==> src/design/erle_pkg.sv <==
`default_nettype none

package erle_pkg;

  // coordinate and angle formats
  localparam int COORD_WIDTH = 24;
  localparam int ANGLE_WIDTH = 16;
  localparam int QUARTER_BITS = ANGLE_WIDTH - 2;

  // sine and cosine: signed q14, covers -1.0 to +1.0
  localparam int TRIG_FRAC = 14;
  localparam int TRIG_WIDTH = TRIG_FRAC + 2;
  localparam int NUM_TRIG = 6;

  // quarter-wave series datapath
  localparam int X_WIDTH = 17;   // q16 position within the quarter, up to 1.0
  localparam int P_WIDTH = 31;   // q30 horner accumulator
  localparam int MUL_WIDTH = X_WIDTH + P_WIDTH;

  // rotation datapath
  localparam int PROD_WIDTH = COORD_WIDTH + TRIG_WIDTH;
  localparam int RND_WIDTH = PROD_WIDTH - TRIG_FRAC;
  localparam int SUM_WIDTH = RND_WIDTH + 1;
  localparam int NUM_LANES = 2;
  localparam int LANE_STAGES = 6;  // two per plane rotation
  localparam int LATENCY = LANE_STAGES + 1;

  // register map
  localparam int NUM_REGS = 3;
  localparam int APB_DATA_WIDTH = 32;
  localparam int APB_ADDR_WIDTH = $clog2(4 * NUM_REGS);
  localparam int REG_IDX_WIDTH = APB_ADDR_WIDTH - 2;
  localparam logic [REG_IDX_WIDTH-1:0] REG_ANGLE_X = REG_IDX_WIDTH'(0);
  localparam logic [REG_IDX_WIDTH-1:0] REG_ANGLE_Y = REG_IDX_WIDTH'(1);
  localparam logic [REG_IDX_WIDTH-1:0] REG_ANGLE_Z = REG_IDX_WIDTH'(2);

  typedef logic signed [COORD_WIDTH-1:0] coord_t;
  typedef logic signed [TRIG_WIDTH-1:0] trig_val_t;
  typedef logic [NUM_REGS-1:0][ANGLE_WIDTH-1:0] angles_t;

  typedef struct packed {
    trig_val_t cos_x;
    trig_val_t sin_x;
    trig_val_t cos_y;
    trig_val_t sin_y;
    trig_val_t cos_z;
    trig_val_t sin_z;
  } trig_t;

  typedef struct packed {
    coord_t x;
    coord_t y;
    coord_t z;
  } point_t;

  // odd series coefficients of sin(pi/2 * x), q30
  function automatic logic [P_WIDTH-1:0] series_coef(input logic [2:0] k);
    logic [P_WIDTH-1:0] c;
    case (k)
      3'd0: c = P_WIDTH'(1686629713);
      3'd1: c = P_WIDTH'(693598668);
      3'd2: c = P_WIDTH'(85569306);
      3'd3: c = P_WIDTH'(5026995);
      3'd4: c = P_WIDTH'(172272);
      default: c = '0;
    endcase
    return c;
  endfunction

  // round a q14-scaled product back to the q0 coordinate scale, half up via floor
  function automatic logic signed [RND_WIDTH-1:0] round_q14(
    input logic signed [PROD_WIDTH-1:0] prod
  );
    logic signed [PROD_WIDTH-1:0] biased;
    biased = prod + (PROD_WIDTH'(1) << (TRIG_FRAC - 1));
    return biased[PROD_WIDTH-1:TRIG_FRAC];
  endfunction

  // clamp to the coordinate range
  function automatic coord_t saturate(input logic signed [SUM_WIDTH-1:0] v);
    coord_t r;
    if ((&v[SUM_WIDTH-1:COORD_WIDTH-1]) || ~(|v[SUM_WIDTH-1:COORD_WIDTH-1])) begin
      r = v[COORD_WIDTH-1:0];
    end else if (v[SUM_WIDTH-1]) begin
      r = {1'b1, {(COORD_WIDTH-1){1'b0}}};
    end else begin
      r = {1'b0, {(COORD_WIDTH-1){1'b1}}};
    end
    return r;
  endfunction

  // round both products, add or subtract, saturate
  function automatic coord_t combine(
    input logic signed [PROD_WIDTH-1:0] a,
    input logic signed [PROD_WIDTH-1:0] b,
    input logic sub
  );
    logic signed [RND_WIDTH-1:0] ra;
    logic signed [RND_WIDTH-1:0] rb;
    logic signed [SUM_WIDTH-1:0] s;
    ra = round_q14(a);
    rb = round_q14(b);
    if (sub) begin
      s = {ra[RND_WIDTH-1], ra} - {rb[RND_WIDTH-1], rb};
    end else begin
      s = {ra[RND_WIDTH-1], ra} + {rb[RND_WIDTH-1], rb};
    end
    return saturate(s);
  endfunction

endpackage

`default_nettype wire

==> src/design/erle_trig_gen.sv <==
`default_nettype none

module erle_trig_gen (
  input  wire logic             clk_i,
  input  wire logic             rst_ni,
  input  wire logic             restart_i,
  input  wire erle_pkg::angles_t angles_i,
  output erle_pkg::trig_t       trig_o,
  output logic                  busy_o
);
  import erle_pkg::*;

  localparam int SHL = (QUARTER_BITS <= 16) ? (16 - QUARTER_BITS) : 0;
  localparam int SHR = (QUARTER_BITS > 16) ? (QUARTER_BITS - 16) : 0;
  localparam int R_WIDTH = QUARTER_BITS + 1;
  localparam int XS_WIDTH = R_WIDTH + SHL;
  localparam int MAG_WIDTH = MUL_WIDTH - 32;
  localparam int ONE_Q14 = 1 << TRIG_FRAC;

  localparam logic [2:0] STEP_LOAD = 3'd0;
  localparam logic [2:0] STEP_SQUARE = 3'd1;
  localparam logic [2:0] STEP_FINAL = 3'd6;
  localparam logic [2:0] SERIES_TOP = 3'd4;
  localparam logic [2:0] HORNER_BASE = 3'd5;
  localparam logic [2:0] VAL_LAST = 3'(NUM_TRIG - 1);

  typedef enum logic {
    StIdle,
    StRun
  } state_e;

  state_e state_q, state_d;
  logic [2:0] val_q, val_d;
  logic [2:0] step_q, step_d;
  logic [X_WIDTH-1:0] x_q, x_d;
  logic [X_WIDTH-1:0] u_q, u_d;
  logic [P_WIDTH-1:0] p_q, p_d;
  logic neg_q, neg_d;
  trig_val_t trig_q [NUM_TRIG];
  logic trig_wr;

  logic [ANGLE_WIDTH-1:0] angle;
  logic [ANGLE_WIDTH-1:0] shifted;
  logic [1:0] quad;
  logic [QUARTER_BITS-1:0] r;
  logic [R_WIDTH-1:0] rr;
  logic [XS_WIDTH-1:0] xs;
  logic [X_WIDTH-1:0] x_new;
  logic [X_WIDTH-1:0] mul_a;
  logic [P_WIDTH-1:0] mul_b;
  logic [MUL_WIDTH-1:0] prod;
  logic [MUL_WIDTH-1:0] prod_rnd;
  logic [MAG_WIDTH-1:0] mag_raw;
  logic [TRIG_WIDTH-1:0] mag;
  trig_val_t trig_new;

  // cosine at even slots is sine a quarter turn on
  assign angle = angles_i[val_q[2:1]];
  assign shifted = val_q[0] ? angle : angle + ANGLE_WIDTH'(1 << QUARTER_BITS);
  assign quad = shifted[ANGLE_WIDTH-1:ANGLE_WIDTH-2];
  assign r = shifted[QUARTER_BITS-1:0];
  assign rr = quad[0] ? R_WIDTH'(1 << QUARTER_BITS) - R_WIDTH'(r) : R_WIDTH'(r);
  assign xs = XS_WIDTH'(rr);
  assign x_new = X_WIDTH'((xs << SHL) >> SHR);

  // shared multiplier operand select
  always_comb begin
    case (step_q)
      STEP_SQUARE: begin
        mul_a = x_q;
        mul_b = P_WIDTH'(x_q);
      end
      STEP_FINAL: begin
        mul_a = x_q;
        mul_b = p_q;
      end
      default: begin
        mul_a = u_q;
        mul_b = p_q;
      end
    endcase
  end

  assign prod = MUL_WIDTH'(mul_a) * MUL_WIDTH'(mul_b);

  // final scaling to q14 with cap at one
  assign prod_rnd = prod + (MUL_WIDTH'(1) << 31);
  assign mag_raw = prod_rnd[MUL_WIDTH-1:32];
  assign mag = (mag_raw > MAG_WIDTH'(ONE_Q14)) ? TRIG_WIDTH'(ONE_Q14) : TRIG_WIDTH'(mag_raw);
  assign trig_new = neg_q ? trig_val_t'(-mag) : trig_val_t'(mag);

  // sequencer over six values, seven steps each
  always_comb begin
    state_d = state_q;
    val_d = val_q;
    step_d = step_q;
    x_d = x_q;
    u_d = u_q;
    p_d = p_q;
    neg_d = neg_q;
    trig_wr = 1'b0;
    case (state_q)
      StIdle: begin
        if (restart_i) begin
          state_d = StRun;
          val_d = '0;
          step_d = STEP_LOAD;
        end
      end
      StRun: begin
        if (restart_i) begin
          val_d = '0;
          step_d = STEP_LOAD;
        end else begin
          case (step_q)
            STEP_LOAD: begin
              x_d = x_new;
              neg_d = quad[1];
              step_d = STEP_SQUARE;
            end
            STEP_SQUARE: begin
              u_d = X_WIDTH'(prod >> 16);
              p_d = series_coef(SERIES_TOP);
              step_d = step_q + 3'd1;
            end
            STEP_FINAL: begin
              trig_wr = 1'b1;
              step_d = STEP_LOAD;
              if (val_q == VAL_LAST) begin
                state_d = StIdle;
              end else begin
                val_d = val_q + 3'd1;
              end
            end
            default: begin
              p_d = series_coef(HORNER_BASE - step_q) - P_WIDTH'(prod >> 16);
              step_d = step_q + 3'd1;
            end
          endcase
        end
      end
      default: state_d = StIdle;
    endcase
  end

  // state and trig value store
  always_ff @(posedge clk_i or negedge rst_ni) begin
    if (!rst_ni) begin
      state_q <= StRun;
      val_q <= '0;
      step_q <= STEP_LOAD;
      x_q <= '0;
      u_q <= '0;
      p_q <= '0;
      neg_q <= 1'b0;
      for (int i = 0; i < NUM_TRIG; i++) begin
        trig_q[i] <= '0;
      end
    end else begin
      state_q <= state_d;
      val_q <= val_d;
      step_q <= step_d;
      x_q <= x_d;
      u_q <= u_d;
      p_q <= p_d;
      neg_q <= neg_d;
      if (trig_wr) begin
        trig_q[val_q] <= trig_new;
      end
    end
  end

  assign busy_o = (state_q == StRun);
  assign trig_o = '{
    cos_x: trig_q[0], sin_x: trig_q[1],
    cos_y: trig_q[2], sin_y: trig_q[3],
    cos_z: trig_q[4], sin_z: trig_q[5]
  };

endmodule

`default_nettype wire

==> config.mk <==
export PLATFORM = sky130hd
export DESIGN_NAME = erle_trig_gen
export DESIGN_NICKNAME = d
export VERILOG_FILES = /design/src/design/erle_pkg.sv /design/src/design/erle_trig_gen.sv
export SDC_FILE = /design/constraint.sdc
export NUM_CORES = 2
export LEC_CHECK = 0
export ABC_AREA = 1
export BUFFER_PORTS_ARGS = -buffer_cell sky130_fd_sc_hd__buf_2
export CELL_PAD_IN_SITES_DETAIL_PLACEMENT = 2
export CELL_PAD_IN_SITES_GLOBAL_PLACEMENT = 2
export CORE_MARGIN = 4
export CORE_UTILIZATION = 41
export DETAILED_ROUTE_END_ITERATION = 6
export GPL_TIMING_DRIVEN = 0
export PLACE_DENSITY = 0.95
export SLEW_MARGIN = 10
export SYNTH_ARGS = -nofsm -noshare
export SYNTH_HDL_FRONTEND = slang
export SYNTH_SLANG_ARGS = --single-unit
==> constraint.sdc <==
create_clock -name clk_i -period 14.2 [get_ports clk_i]
set_clock_uncertainty 0.1 [all_clocks]
set_input_delay 2.13 -clock clk_i [delete_from_list [all_inputs] [get_ports clk_i]]
set_output_delay 2.13 -clock clk_i [all_outputs]
set_load 0.05 [all_outputs]
==> out/qor.yml, run 1 <==
die:
  fp.dieH_um: 265
  die_width_um: 265
  ioPinCount: 148
  placementRows: 94
  initial_core_util: 0.413
yosys:
  syn_area_sq_um: 27100
  ys_ff_latch: 167
  yosysSeqAreaShare: 0.154
  ys.flop_type: "dfrtp_1"
  syn-num-nets: 4322
  avgSynthCellArea_sq_um: 7.37
  yosys_warnings: 0
  async_flop_share: 1.00
  netlist_instances: 3682
  synth-edff-count: 0
  synth.distinct_cells: 57
cts:
  cts_sinks: 167
  cts_buffers: 17
  ctsRootBufferMaster: "clkbuf_16"
  cts_buffer_depth: 2
  ctsHoldBuffers: 0
  htree_levels: 4
placed_design:
  dp.final_hpwl_mm: 130
  portBuffers: 147
  gp_congestion: 1.00
timing:
  postGrtWorstEndpoint: "trig_o[60]$_DFFE_PN0P_/D"
  worstEpCategory: "sequential cell input"
status:
  error: "[ERROR GRT-0232] Routing congestion too high. Check the congestion heatmap in the GUI."
  status: "stopped before the end"
  lastStage: "global routing (5_1_grt)"
grt:
  grt_max_degree: 106
  grt_overflow_total: 5
  grt_usage: 0.648
layer usage:
layer / overflow / global-route usage
met5: 0 / 0.214
met1: 0 / 0.638
met3: 0 / 0.468
met2: 4 / 0.840
met4: 1 / 0.647
what timing repair did:
| action | 4_1_cts |
|---|---|
| gates resized for setup | 2 |
| endpoints found under the setup margin | 1 |
| buffers inserted | 0 |
| pin swaps | 0 |
cells by family after synthesis:
| group | count (synthesis) | synth area share |
|---|---|---|
| AND/OR/NAND/NOR | 1676 | 0.251 |
| buffers and inverters | 906 | 0.126 |
| adder cells (fa/ha/maj) | 589 | 0.392 |
| AO/OA/AOI/OAI | 295 | 0.0609 |
| flip-flops | 167 | 0.154 |
| XOR/XNOR | 49 | 0.0161 |
cells in the mapped netlist, types with 19 or more instances:
master	number	area (sq um)
o22ai_1	22	138
xor2_1	30	263
dfrtp_1	166	4150
nand2_1	1105	4150
o21ai_1	19	95.1
a21oi_1	77	385
inv_1	773	2900
nand4_1	23	144
fa_1	433	8670
ha_1	156	1950
nor2_1	360	1350
nand3_1	98	490
clkbuf_1	103	387
o21ai_0	129	646
nand2_2	22	138
through the flow:
stage / cells / instance area [sq um] / setup WS, ns
after floorplan: 3682 / 27100 / 5.29
after global placement: 4693 / 28900 / 2.00
after detailed placement: 4695 / 29000 / 0.490
after CTS: 4727 / 29600 / 0.219
==> run 2: changes to the inputs <==
- CELL_PAD_IN_SITES_DETAIL_PLACEMENT: 2 -> not set
- CELL_PAD_IN_SITES_GLOBAL_PLACEMENT: 2 -> not set
- CORE_UTILIZATION: 41 -> 35
- PLACE_DENSITY: 0.95 -> not set
- PLACE_DENSITY_LB_ADDON: not set -> 0.15
==> run 2 against run 1 <==
The flow now finishes without violations. Area after synthesis is the same. Synthesized cell count is the same.
==> out/qor.yml, run 2 <==
drt:
  drt_iter0_markers: 1508
  drc_errors: 0
  drtAntennaViolNets: 0
  via_per_inst: 4.79
  num_vias: 23500
  dr.pass1.iters: 6
  wl_mm: 94.7
  wl_per_cell_um: 19.3
yosys:
  synth_common_cells: "nand2_1 (1,105), inv_1 (773), fa_1 (433)"  # unchanged
  yosys_warnings: 0  # unchanged
  synth_fa_ha_area_frac: 0.392  # unchanged
  yosys.area_share.xor_xnor: 0.0161  # unchanged
  synth_top_area_share: 0.320  # unchanged
  synth_area_leaders: "fa_1 (32%), dfrtp_1 (15%), nand2_1 (15%), inv_1 (11%), ha_1 (7.2%)"  # unchanged
  async_flop_share: 1.00  # unchanged
  ys_ff_latch: 167  # unchanged
  yosysSeqAreaShare: 0.154  # unchanged
  synth.distinct_cells: 57  # unchanged
  syn-num-nets: 4322  # unchanged
  synth_top_area_cell: "fa_1"  # unchanged
  syn_area_sq_um: 27100  # unchanged
  synth_top_family_by_area: "adder cells"  # unchanged
  yosys.area_share.simple: 0.251  # unchanged
  synth-edff-count: 0  # unchanged
  synth_compound_area_frac: 0.0609  # unchanged
  avgSynthCellArea_sq_um: 7.37  # unchanged
  post-synth-top-count-cell: "nand2_1"  # unchanged
  ys.flop_type: "dfrtp_1"  # unchanged
  muxShareOfSynthArea: 0  # unchanged
  netlist_instances: 3682  # unchanged
timing:
  fmax_ghz: 0.0818
  fin_crit_ns: 12.22
  setup_viol: 0
  period_share: 0.861
  drv_slew: 0
  tns_ns: 0
  rsz0062_at_grt: "false"
  worstMarginPinSlew_ns: 1.27
  slew_headroom: 0.146
  hold_violations: 0
worst_setup_path:
  crit_end: "trig_o[28]"
  slowest_stage: "o21ai_0"
  reg2reg_depth: 51
  crit_path_max_fanout: 10
  reg2reg_from: "step_q[1]"
  cpMostUsedCell: "nand2_1"
  worstSetupPathType: "flop to flop"
  rrSetupSlack_ns: 1.98
  startpoint_type: "flop"
  crit_required_ns: 14.45
  cpPeakStageDelay_ns: 0.89
  worstSetupEndpointType: "flop"
  r2r-end: "trig_o[28]"
  cp.arrival_ns: 12.47
  startpoint: "step_q[1]"
die:
  core_region_area_sq_um: 76300
  initial_core_util: 0.355  # was 0.413
  die_width_um: 286  # was 265 um
  dieArea_sq_um: 82000
  fp.dieH_um: 286  # was 265 um
  placementRows: 101  # was 94
  ioPinCount: 148  # unchanged
cts:
  cts_resized: 0  # was 2
  cts_tree: "built"
  ctsHoldBuffers: 0  # unchanged
  ctsRootBufferMaster: "clkbuf_16"  # unchanged
  insertion_delay_ns: 0.45
  path_clk_slew_ns: 0.07
  post_cts.repair.setup_buffers: 0  # unchanged
  cts_sinks: 167  # unchanged
  cts_buffer_depth: 2  # unchanged
  htree_levels: 4  # unchanged
  cts_buffers: 17  # unchanged
min_path:
  hold_path.class: "flop to flop"
finish:
  n_fill_cell: 8280
  antenna_cells: 0
  fin_nets: 4495
  most-common-layout-cells: "nand2_1 (1,105), inv_1 (773), fa_1 (433)"
  largest_reg_flops: 96
  drive_above_1_share: 0.0747
  syn_to_final_growth_pct: 10.2
  final_common_cell: "nand2_1"
grt:
  grt_pass1_wl_mm: 147
  grt_usage: 0.235
  grt_pass1_vias: 24000
  antenna_found_initial: 1
  grt_max_degree: 97
  grt_overflow_total: 0
placed_design:
  portBuffers: 147  # unchanged
  dp.final_hpwl_mm: 80.3  # was 130 mm
  gp_congestion: 0.957  # was 1.00
run:
  maxCapViolations: 0
status:
  status: "finished clean"  # was stopped before the end
## run 2: metrics by stage
step	instances	instance area, sq um	worst slack (ns)	utilization	hold slack [ns]
floorplan	3682	27100	5.29	-	0.348
global placement	4859	29100	1.60	0.382	0.359
detailed placement	4866	29300	2.13	0.384	0.360
CTS	4898	29900	2.06	0.392	0.379
global route	4898	29900	1.24	0.392	0.399
finish	4898	29900	1.98	0.392	0.374
## run 2: cell families (layout without fill, tap and decap cells)
kind of cell    count (synthesis)  after routing
xor+xnor                       49             49
buf+inv                       906           1092
flops                         167            167
fa+ha+maj                     589            589
compound gates                295            295
simple gates                 1676           1676
## run 2: worst max-delay path, delay by kind of cell (launching register included)
family / cells / cell delay (ns)
simple gates: 27 / 4.11
compound gates: 2 / 1.02
buf+inv: 12 / 2.10
flops: 1 / 0.43
fa+ha+maj: 10 / 4.31
## run 2: cell type report
| type | instances | area (sq um) | area share |
|---|---|---|---|
| inverter | 798 | 3000 | 0.100 |
| multi-input combinational | 2609 | 19600 | 0.654 |
| tap | 1030 | 1290 | 0.0431 |
| sequential | 167 | 4180 | 0.140 |
| timing repair buffer | 154 | 848 | 0.0284 |
| clock inverter | 12 | 158 | 0.00527 |
| clock buffer | 20 | 457 | 0.0153 |
| buffer | 108 | 419 | 0.0140 |
## run 2: worst min path at each step
stage          slack (ns)  depth (start not counted)         end  startpoint
5_1_grt              0.40                          2   trig_o[1]   trig_o[1]
6_report             0.37                          2  trig_o[38]  trig_o[38]
3_5_place_dp         0.36                          2  trig_o[89]  trig_o[89]
2_1_floorplan        0.35                          2     u_q[10]     u_q[10]
4_1_cts              0.38                          2  trig_o[38]  trig_o[38]
3_3_place_gp         0.36                          2  trig_o[81]  trig_o[81]
## run 2: per-layer routing
metal  share of wire  GRT usage
met5         0.00014          0
met4           0.025     0.0556
met3           0.045     0.0278
met2            0.48      0.396
met1            0.45      0.326
Power of run 2 is not shown: default switching activity piles up to over one toggle a cycle in this logic, so the estimate is an artifact.
